$ cat config.mk
export PLATFORM = sky130hd
export DESIGN_NAME = wbc_div
export DESIGN_NICKNAME = d
export VERILOG_FILES = /design/src/rtl/core/wbc_div.sv
export SDC_FILE = /design/constraint.sdc
export NUM_CORES = 1
export LEC_CHECK = 0
export BUFFER_PORTS_ARGS = -buffer_cell sky130_fd_sc_hd__buf_2
export CAP_MARGIN = 20
export CORE_UTILIZATION = 58
export DETAILED_ROUTE_END_ITERATION = 8
export HOLD_SLACK_MARGIN = 0.08
export PLACE_DENSITY = 0.93
export SLEW_MARGIN = 15
export SYNTH_ARGS = -nofsm -noshare
export SYNTH_HDL_FRONTEND = slang
export SYNTH_SLANG_ARGS = --single-unit
$ cat constraint.sdc
create_clock -name clk -period 5.2 [get_ports clk]
set_input_delay 0.52 -clock clk [delete_from_list [all_inputs] [get_ports clk]]
set_output_delay 0.52 -clock clk [all_outputs]
set_load 0.03 [all_outputs]
$ cat src/rtl/core/wbc_div.sv
// Restoring 16-bit divider, one quotient bit per cycle.
module wbc_div (
	input  logic        clk,
	input  logic        arst_n,
	input  logic        start,
	input  logic [15:0] dividend,
	input  logic [15:0] divisor,
	output logic        busy,
	output logic        done,
	output logic [15:0] quot,
	output logic [15:0] rem
);

	logic        busy_q;
	logic        done_q;
	logic [3:0]  cnt_q;
	logic [15:0] rem_q;
	logic [15:0] quo_q;
	logic [15:0] dsr_q;
	logic [16:0] trial;
	logic        fits;

	assign trial = {rem_q, quo_q[15]};
	assign fits  = trial >= {1'b0, dsr_q};

	always_ff @(posedge clk or negedge arst_n) begin
		if (!arst_n) begin
			busy_q <= 1'b0;
			done_q <= 1'b0;
			cnt_q  <= '0;
		end else begin
			done_q <= 1'b0;
			if (start) begin
				busy_q <= 1'b1;
				cnt_q  <= '0;
			end else if (busy_q) begin
				cnt_q <= cnt_q + 1'b1;
				if (cnt_q == 4'hF) begin
					busy_q <= 1'b0;
					done_q <= 1'b1;
				end
			end
		end
	end

	always_ff @(posedge clk) begin
		if (start) begin
			rem_q <= '0;
			quo_q <= dividend;
			dsr_q <= divisor;
		end else if (busy_q) begin
			rem_q <= fits ? 16'(trial - {1'b0, dsr_q}) : trial[15:0];
			quo_q <= {quo_q[14:0], fits};
		end
	end

	assign busy = busy_q;
	assign done = done_q;
	assign quot = quo_q;
	assign rem  = rem_q;

endmodule

==> results by group, run 1 <==
Power and ir drop
  • VDD IR max: 0.0002791 V
  • Leak Pwr: 1.566 nW
  • PwrDens: 495.7 nW/um^2
  • Total power: 1.703 mW

Timing
  • RSZ-0062 raised after global routing: no
  • Setup TNS: 0 ns
  • Hold Worst Slack: 0.3741 ns
  • Hold Vio Cnt, Final: 0
  • Final Cycle Share: 52.20%
  • FMAX: 0.3684 GHz
  • Layout Skew: 0.002126 ns
  • Final setup fails: 0
  • Minimum clock period: 2.715 ns
  • Worst slew pin tran: 0.8049 ns
  • Final Worst Setup Slack: 2.485 ns
  • Max-slew violations: 0
  • Max transition margin: 46.16%

Placed design
  • Placer congestion estimate: 0.9110
  • HPWL after DPL: 4653 um
  • Placed instance count: 392
  • Dpl ws: 2.598 ns
  • Placed inst area: 3321 um^2
  • PortBufs: 68

Detailed routing
  • Drt drc: 0
  • DR iter-0 viols: 191
  • First drt pass iteration count: 4
  • Post-DR vias/cell: 5.890
  • Post-route ant nets: 0
  • Vias: 2362
  • DR WL/cell: 16.56 um
  • Final wirelength: 6642 um

Yosys
  • XOR/XNOR Fraction of Synth Area: 3.887%
  • Distinct cell type count after synthesis: 50
  • Dominant synthesized flop cell: edfxtp_1
  • Largest family of logic cells by synthesized area: compound AO/OA/AOI/OAI gates
  • Synth area leaders: edfxtp_1 (33%), dfxtp_1 (11%), ha_1 (7.3%)
  • Multiplexer share of the synthesized area: 8.501%
  • Seq/Total Area, Yosys: 48.87%
  • Syn. warnings: 0
  • Syn Area/Cell: 11.05 um^2
  • Number of flops mapped to enable cells by yosys: 32
  • Synthesized area: 2929 um^2
  • Cell count after synthesis: 265
  • Synth Register Bits: 54
  • Compound-gate portion of the synthesized area: 14.74%
  • FFs w/ async S/R, synth: 11.11%
  • Area leader, netlist: edfxtp_1
  • Mapped Nets: 318
  • Post-Synth Adder-Cell Area: 7.945%
  • Simple-gate area share of the yosys netlist: 11.88%
  • Synth top area share: 32.81%

Worst setup path
  • CP Capture Type: register
  • Setup crit start kind: register
  • CP arrival: 2.89 ns
  • Crit path kind: reg -> reg
  • CP required: 5.37 ns
  • Worst R2R Setup Slack: 2.49 ns
  • CP Max Fanout: 23

Layout
  • Final instance area: 3436 um^2
  • N_diodes: 0
  • Final #Nets: 386
  • Fin util: 71.79%
  • Final Non-Filler Cells: 401
  • Layout cells sized above 1: 29.34%
  • Area grow syn2layout: 17.30%

Clock tree
  • Root Buffer: clkbuf_8
  • CTS sink cnt: 54
  • Worst-path clk slew: 0.09 ns
  • Clock buffer depth: 2
  • Post-CTS setup buffers: 0
  • CTS H-tree depth: 2
  • Clk_lat worst skew: 0.31 ns
  • CTS tree: yes
  • Num CTS Buffers: 5

Global route
  • Grt ovf: 0
  • Vias in the first global route: 2221
  • Antenna violations before repair: 0
  • First-pass GRT wire length: 10460 um
  • Largest net degree at the start of global routing: 51
  • All-layer global routing usage: 26.60%

Status
  • Status: complete, no violations

Job
  • Max cap viols: 0

Floorplanning
  • Floorplan core area: 4786 um^2
  • # IOs: 69
  • # rows: 25
  • Starting density of the core: 61.20%
  • Full die area: 5338 um^2
  • Die height: 73.07 um
  • Die width: 73.07 um

Hold path
  • Hold Path Class: in -> reg
## metal layers
metal  track usage (%)  share of wire, %
met4             14.16               3.6
met1             31.59                38
met2             45.37                53
met5                 0                 0
met3             5.249               5.6
## report_power, final
part           switching [mW]  internal (mW)  total, mW  leakage (nW)
Clock                   0.138          0.122      0.260        0.0544
Combinational           0.519          0.313      0.831         0.978
Sequential             0.0721          0.540      0.612         0.534
## cells in the final DEF (no fill, tap or decap), types with 2 or more instances in the layout
| cell type | n |
|---|---|
| a21o_1 | 3 |
| buf_2 | 68 |
| o21ai_1 | 4 |
| a32oi_1 | 4 |
| or3_1 | 2 |
| nand3_1 | 7 |
| o21ai_0 | 8 |
| dfrtp_1 | 6 |
| mux2_2 | 15 |
| nor2_1 | 22 |
| xnor2_1 | 5 |
| nor3_1 | 3 |
| nand4_1 | 4 |
| a21oi_1 | 9 |
| dfxtp_1 | 16 |
| o22ai_1 | 3 |
| nand2_1 | 11 |
| nand2b_1 | 7 |
| buf_4 | 2 |
| o211ai_1 | 2 |
| clkbuf_8 | 7 |
| o21a_1 | 2 |
| xor2_1 | 8 |
| edfxtp_1 | 32 |
| nor2b_1 | 5 |
| o31ai_1 | 2 |
| mux2i_1 | 8 |
| a211oi_1 | 8 |
| ha_1 | 17 |
| inv_1 | 20 |
| a31oi_1 | 4 |
## registers in the layout, indices dropped and copies added (netlist names)
name,flops
dsr_q,16
quot,16
busy,1
cnt_q,4
done,1
rem,16
## synthesized netlist by cell type, types with 2 or more instances
cell type / instances
nor2b_1: 5
nand4_1: 4
clkbuf_1: 7
xor2_1: 8
nor2_1: 22
a21o_1: 3
ha_1: 17
o21a_1: 2
a32oi_1: 4
a31oi_1: 4
nor3_1: 3
a211oi_1: 8
edfxtp_1: 32
dfrtp_1: 6
o31ai_1: 2
a21oi_1: 9
nand3_1: 7
dfxtp_1: 16
or3_1: 2
nand2b_1: 7
o21ai_1: 4
o211ai_1: 2
o22ai_1: 3
nand2_1: 11
xnor2_1: 5
inv_1: 20
mux2i_1: 8
o21ai_0: 8
mux2_2: 15
## logic make-up (layout without fill, tap and decap cells)
group,Yosys count,after routing
buf+inv,30,99
flops,54,54
fa+ha+maj,18,18
compound gates,58,58
simple gates,69,69
mux,23,23
xor+xnor,13,13
## timing repair
action / 4_1_cts / 5_1_grt
resized for setup: 0 / 0
endpoints found under the hold margin: 6 / 0
hold buffers: 1 / 0
## worst max-delay path, cell delays in order, from the launching register on
cell and delay (ns):
dfxtp_1 0.35, ha_1 0.40, a21o_1 0.24, a31oi_1 0.27, o211ai_1 0.19, a41oi_4 0.69, nand2b_1 0.29, o22ai_1 0.11
## area by class of cell
class	instances	area (um^2)
inverters	20	75.07
fillers	338	1350
flip-flops and latches	54	1431
repair buffers	71	365.4
well taps	67	83.83
clock inverters	1	8.758
multi-input cells	181	1375
clock buffers	7	96.34
## path summary, 6_finish.rpt
path	cells after the start	end	startpoint
max	7	rem[11]	rem[12]
min	1	dsr_q[11]	divisor[11]
max reg2reg	7	rem[11]	rem[12]
min reg2reg	2	rem[7]	rem[7]
max in group asynchronous	2	cnt_q[1]	arst_n
min in group asynchronous	2	cnt_q[3]	arst_n
Note: power is estimated with default switching activity, not from simulation.
==> run 2: changes to the inputs <==
CORE_UTILIZATION = 54   (was 58)
PLACE_DENSITY = 0.88   (was 0.93)
clock period = 2.6 ns   (was 5.2 ns; I/O delays follow)
==> results by group, run 2 (synthesized netlist as in run 1, its figures left out) <==
Worst setup path
  • Most common cell on crit path: o21ai_1
  • Setup crit start kind: register (unchanged)
  • CP Capture Type: register (unchanged)
  • CP Max Fanout: 4 (was 23)
  • Crit-path max cell delay: 0.42 ns (was 0.69 ns)
  • CP arrival: 2.74 ns (was 2.89 ns)
  • CP required: 2.84 ns (was 5.37 ns)
  • CP cell instances: inv_1 > ha_1 > fa_2 > nor2b_2 > o31a_1 > o31ai_4 > a31oi_2 > o21ai_1 > or3b_1 > o21ai_1 (was ha_1 > a21o_1 > a31oi_1 > o211ai_1 > a41oi_4 > nand2b_1 > o22ai_1)
  • Worst Path Buf+Inv: 1 (was 0)
  • Crit path kind: reg -> reg (unchanged)
  • Delay-heaviest family, CP: compound AO/OA/AOI/OAI gates (unchanged)
  • Slowest-stage cell, CP: edfxtp_1 (was a41oi_4)

Timing
  • FMAX: 0.3999 GHz (was 0.3684 GHz)
  • Max transition margin: 56.75% (was 46.16%)
  • Max-slew violations: 0 (unchanged)
  • Layout Skew: 0.008132 ns (was 0.002126 ns)
  • Final Cycle Share: 96.19% (was 52.20%)
  • Worst slew pin tran: 0.6481 ns (was 0.8049 ns)
  • Minimum clock period: 2.501 ns (was 2.715 ns)
  • Hold Vio Cnt, Final: 0 (unchanged)
  • Final setup fails: 0 (unchanged)

Placed design
  • HPWL after DPL: 4682 um (was 4653 um)
  • PortBufs: 68 (unchanged)
  • Placer congestion estimate: 0.9307 (was 0.9110)

Global route
  • Grt ovf: 0 (unchanged)
  • First-pass GRT wire length: 10230 um (was 10460 um)
  • All-layer global routing usage: 24.38% (was 26.60%)
  • Vias in the first global route: 2208 (was 2221)
  • Antenna violations before repair: 0 (unchanged)
  • Largest net degree at the start of global routing: 30 (was 51)

Floorplanning
  • Floorplan core area: 5172 um^2 (was 4786 um^2)
  • Starting density of the core: 56.63% (was 61.20%)
  • Die width: 75.65 um (was 73.07 um)
  • # IOs: 69 (unchanged)
  • Die height: 75.65 um (was 73.07 um)
  • # rows: 26 (was 25)
  • Full die area: 5723 um^2 (was 5338 um^2)

Clock tree
  • CTS H-tree depth: 2 (unchanged)
  • CTS tree: yes (unchanged)
  • CTS sink cnt: 54 (unchanged)
  • Clk_lat worst skew: 0.31 ns (about the same)
  • Root Buffer: clkbuf_8 (unchanged)
  • Worst-path clk slew: 0.09 ns (about the same)
  • Clock buffer depth: 2 (unchanged)
  • Num CTS Buffers: 5 (unchanged)

Status
  • Status: complete, no violations (unchanged)

Layout
  • Commonest non-fill, non-tap cell in the layout: buf_2 (unchanged)
  • Layout cells sized above 1: 32.66% (was 29.34%)
  • Number of fillers in the final layout: 379 (was 338)
  • Register area: 1431 um^2 (unchanged)
  • Commonest non-fill, non-tap cells in the layout: buf_2 (68), edfxtp_1 (32), nor2_1 (21), inv_1 (20), ha_1 (17) (was buf_2 (68), edfxtp_1 (32), nor2_1 (22), inv_1 (20), ha_1 (17))
  • N_diodes: 0 (unchanged)
  • Final #Nets: 398 (was 386)
  • Multi-input logic area: 1398 um^2 (was 1375 um^2)
  • Fin util: 68.89% (was 71.79%)
  • Area grow syn2layout: 21.66% (was 17.30%)

Detailed routing
  • DR iter-0 viols: 209 (was 191)
  • DR WL met2: 3148 um (was 3491 um)
  • Met1 wire length: 2726 um (was 2537 um)
  • Top routing layer in use: met4 (unchanged)
  • Drt drc: 0 (unchanged)
  • Vias: 2380 (was 2362)
  • Post-route ant nets: 0 (unchanged)
  • Met3 Wirelength: 406 um (was 370 um)
  • Post-DR vias/cell: 5.721 (was 5.890)
  • First drt pass iteration count: 4 (unchanged)
  • Final wirelength: 6393 um (was 6642 um)
  • DR WL/cell: 15.37 um (was 16.56 um)

Job
  • Max cap viols: 0 (unchanged)

Power and ir drop
  • Total power: 3.541 mW (was 1.703 mW)
  • PwrDens: 993.6 nW/um^2 (was 495.7 nW/um^2)
  • Leak Pwr: 1.630 nW (was 1.566 nW)
  • VDD IR max: 0.0005079 V (was 0.0002791 V)

Hold path
  • Hold Path Class: in -> reg (unchanged)
run 2: cell types whose count changed in the layout (fill, tap and decap cells not counted), sizes merged:
cell	previous run	this run
buf	70	82
bufinv	0	1
clkinv	1	0
run 2: metal layers:
layer / track usage (%) / vias up
met5: 0 / -
met4: 8.848 / 0
met3: 5.952 / 15
met2: 38.99 / 90
met1: 32.39 / 1142
li1: - / 1133
run 2: cell type report:
cell class / count / area share (%)
clock buffers: 7 / 2.423
clock inverters: 1 / 0.8427
inverters: 20 / 2.107
multi-input cells: 181 / 39.22
flip-flops and latches: 54 / 40.17
well taps: 70 / 2.458
repair buffers: 83 / 12.78
run 2: worst paths after layout:
path                       startpoint       end  slack (ns)  cells past startpoint
setup / recovery             quot[15]   rem[12]         0.1                     10
hold reg to reg                rem[7]    rem[7]        0.53                      2
hold / removal             divisor[2]  dsr_q[2]        0.12                      1
max in group asynchronous      arst_n      busy        2.17                      2
min in group asynchronous      arst_n  cnt_q[0]        0.30                      2
setup reg to reg             quot[15]   rem[12]         0.1                     10
run 2: where the power goes:
group          switching (mW)  internal (mW)  total (mW)  leakage, nW
combinational            1.04          0.705        1.74         1.04
clock                   0.264          0.314       0.579       0.0585
sequential              0.142           1.08        1.22        0.534
total                    1.44           2.10        3.54         1.63
run 2: what timing repair did:
action | in CTS | in global routing
hold buffers | 1 | 0
endpoints found under the setup margin | 0 | 3
setup buffers | 0 | 1
gates resized for setup | 0 | 5
hold endpoints to repair | 6 | 0
run 2: through the flow:
step / TNS, ns / cell area, um^2 / hold WS, ns / setup WS [ns] / cells
floorplan: 0 / 2929 / -0.03559 / 0.2517 / 265
global placement: 0 / 3407 / 0.08812 / 0.2533 / 406
detailed placement: 0 / 3407 / 0.09056 / 0.2030 / 406
CTS: 0 / 3533 / 0.1130 / 0.1707 / 415
global route: -0.04311 / 3563 / 0.1048 / -0.04311 / 416
finish: 0 / 3563 / 0.1169 / 0.09913 / 416
==> run 3: changes to the inputs <==
CORE_ASPECT_RATIO = 1.25   (was not set)
==> results by group, run 3 (synthesized netlist as in run 1, its figures left out) <==
Floorplanning
  • # rows: 29 (was 26)
  • Starting density of the core: 56.85% (was 56.63%)
  • Die height: 84.34 um (was 75.65 um)
  • Full die area: 5725 um^2 (was 5723 um^2)
  • Floorplan core area: 5152 um^2 (was 5172 um^2)
  • Die width: 67.88 um (was 75.65 um)
  • # IOs: 69 (unchanged)

Global route
  • Largest net degree at the start of global routing: 21 (was 30)
  • Vias in the first global route: 2339 (was 2208)
  • First-pass GRT wire length: 10490 um (was 10230 um)
  • Grt ovf: 0 (unchanged)
  • Antenna violations before repair: 0 (unchanged)
  • All-layer global routing usage: 24.35% (was 24.38%)

Clock tree
  • Worst-path clk slew: 0.11 ns (was 0.09 ns)
  • CTS sink cnt: 54 (unchanged)
  • CTS tree: yes (unchanged)
  • Clock buffer depth: 2 (unchanged)
  • Root Buffer: clkbuf_8 (unchanged)
  • Num CTS Buffers: 5 (unchanged)
  • Clk_lat worst skew: 0.32 ns (was 0.31 ns)
  • CTS H-tree depth: 2 (unchanged)

Power and ir drop
  • VDD IR max: 0.0005811 V (was 0.0005079 V)
  • PwrDens: 985.4 nW/um^2 (was 993.6 nW/um^2)
  • Leak Pwr: 1.651 nW (was 1.630 nW)
  • Total power: 3.567 mW (was 3.541 mW)

Detailed routing
  • Post-DR vias/cell: 5.793 (was 5.721)
  • Top routing layer in use: met4 (unchanged)
  • DR WL met2: 3455 um (was 3148 um)
  • Post-route ant nets: 0 (unchanged)
  • Met3 Wirelength: 406 um (unchanged)
  • DR WL/cell: 15.75 um (was 15.37 um)
  • Vias: 2410 (was 2380)
  • Final wirelength: 6553 um (was 6393 um)
  • Drt drc: 0 (unchanged)
  • DR iter-0 viols: 122 (was 209)
  • Met1 wire length: 2588 um (was 2726 um)
  • First drt pass iteration count: 6 (was 4)

Placed design
  • PortBufs: 68 (unchanged)
  • Placer congestion estimate: 0.8837 (was 0.9307)
  • Placed inst area: 3435 um^2 (was 3407 um^2)
  • HPWL after DPL: 4718 um (was 4682 um)
  • Dpl ws: 0.009776 ns (was 0.2030 ns)

Worst setup path
  • Worst setup path start: dsr_q[2] (was quot[15])
  • Setup crit start kind: register (unchanged)
  • CP Max Fanout: 4 (unchanged)
  • CP Capture Type: register (unchanged)
  • CP arrival: 2.74 ns (about the same)
  • Crit path kind: reg -> reg (unchanged)
  • FF-to-FF Start: dsr_q[2] (was quot[15])
  • CP required: 2.84 ns (about the same)

Timing
  • Worst slew pin tran: 0.6035 ns (was 0.6481 ns)
  • Final Worst Setup Slack: 0.1027 ns (was 0.09913 ns)
  • Max-slew violations: 0 (unchanged)
  • Max transition margin: 59.72% (was 56.75%)
  • FMAX: 0.4004 GHz (was 0.3999 GHz)
  • Minimum clock period: 2.497 ns (was 2.501 ns)
  • Final Cycle Share: 96.05% (was 96.19%)
  • Layout Skew: 0.01572 ns (was 0.008132 ns)
  • Hold Vio Cnt, Final: 0 (unchanged)
  • Final setup fails: 0 (unchanged)

Layout
  • Final #Nets: 406 (was 398)
  • Layout cells sized above 1: 33.90% (was 32.66%)
  • Commonest non-fill, non-tap cell in the layout: buf_2 (unchanged)
  • Area grow syn2layout: 23.58% (was 21.66%)
  • Commonest non-fill, non-tap cells in the layout: buf_2 (68), edfxtp_1 (32), nor2_1 (22), buf_4 (20), inv_1 (19) (was buf_2 (68), edfxtp_1 (32), nor2_1 (21), inv_1 (20), ha_1 (17))
  • Final instance area: 3620 um^2 (was 3563 um^2)
  • N_diodes: 0 (unchanged)

Hold path
  • Hold_sp: divisor[8] (was divisor[2])
  • Hold Path Class: in -> reg (unchanged)

Status
  • Status: complete, no violations (unchanged)

Job
  • Max cap viols: 0 (unchanged)
## run 3: changes by cell type in the layout (fill, tap and decap cells not counted), sizes merged
cell,change
a41oi,+1
bufinv,-1
buf,+7
clkbuf,-2
clkinv,+3
## run 3: final timing paths
path,to,slack [ns],depth (start not counted)
hold reg to reg,rem[7],0.52,2
setup reg to reg,rem[12],0.10,10
min in group asynchronous,busy,0.30,2
hold / removal,dsr_q[8],0.11,1
setup / recovery,rem[12],0.10,10
max in group asynchronous,done,2.16,2
## run 3: layer usage
| metal | global-route usage [%] | up-vias |
|---|---|---|
| met2 | 41.13 | 106 |
| met1 | 29.52 | 1134 |
| met3 | 5.707 | 15 |
| li1 | - | 1155 |
| met5 | 0 | - |
| met4 | 8.902 | 0 |
## run 3: where the power goes
group | internal [mW] | switching [mW] | total (mW) | leakage (nW)
registers | 1.08 | 0.130 | 1.21 | 0.534
clock network | 0.181 | 0.273 | 0.454 | 0.0407
logic | 0.789 | 1.12 | 1.90 | 1.08
total | 2.05 | 1.52 | 3.57 | 1.65
## run 3: metrics by stage
step,hold slack [ns],TNS [ns],instances,util [%]
floorplan,-0.03559,0,265,-
global placement,0.08611,0,403,66.66
detailed placement,0.09023,0,403,66.66
CTS,0.1160,0,413,68.72
global route,0.1061,-0.004379,416,70.25
finish,0.1102,0,416,70.25
## run 3: timing repair
action                     CTS  global route
hold endpoints to repair     6             0
setup endpoints to repair    1             5
setup buffers                0             3
resized for setup            0             7
pin swaps                    1             5
cloned                       1             0
hold buffers                 1             0
## run 3: area by class of cell
cell class,instances,area (um^2)
Clock buffer,5,68.82
Clock inverter,3,11.26
Fill cell,388,1533
Inverter,20,75.07
Multi-Input combinational cell,182,1435
Sequential cell,54,1431
Tap cell,62,77.57
Timing Repair Buffer,90,520.5
## run 3: critical path, stage by stage, from the launching register on
cell	delay [ns]
edfxtp_1	0.41
inv_2	0.09
ha_4	0.19
buf_4	0.14
nor2b_2	0.16
o31a_1	0.33
o31ai_4	0.34
a31oi_2	0.16
o21ai_1	0.14
or3b_1	0.35
o21ai_1	0.12
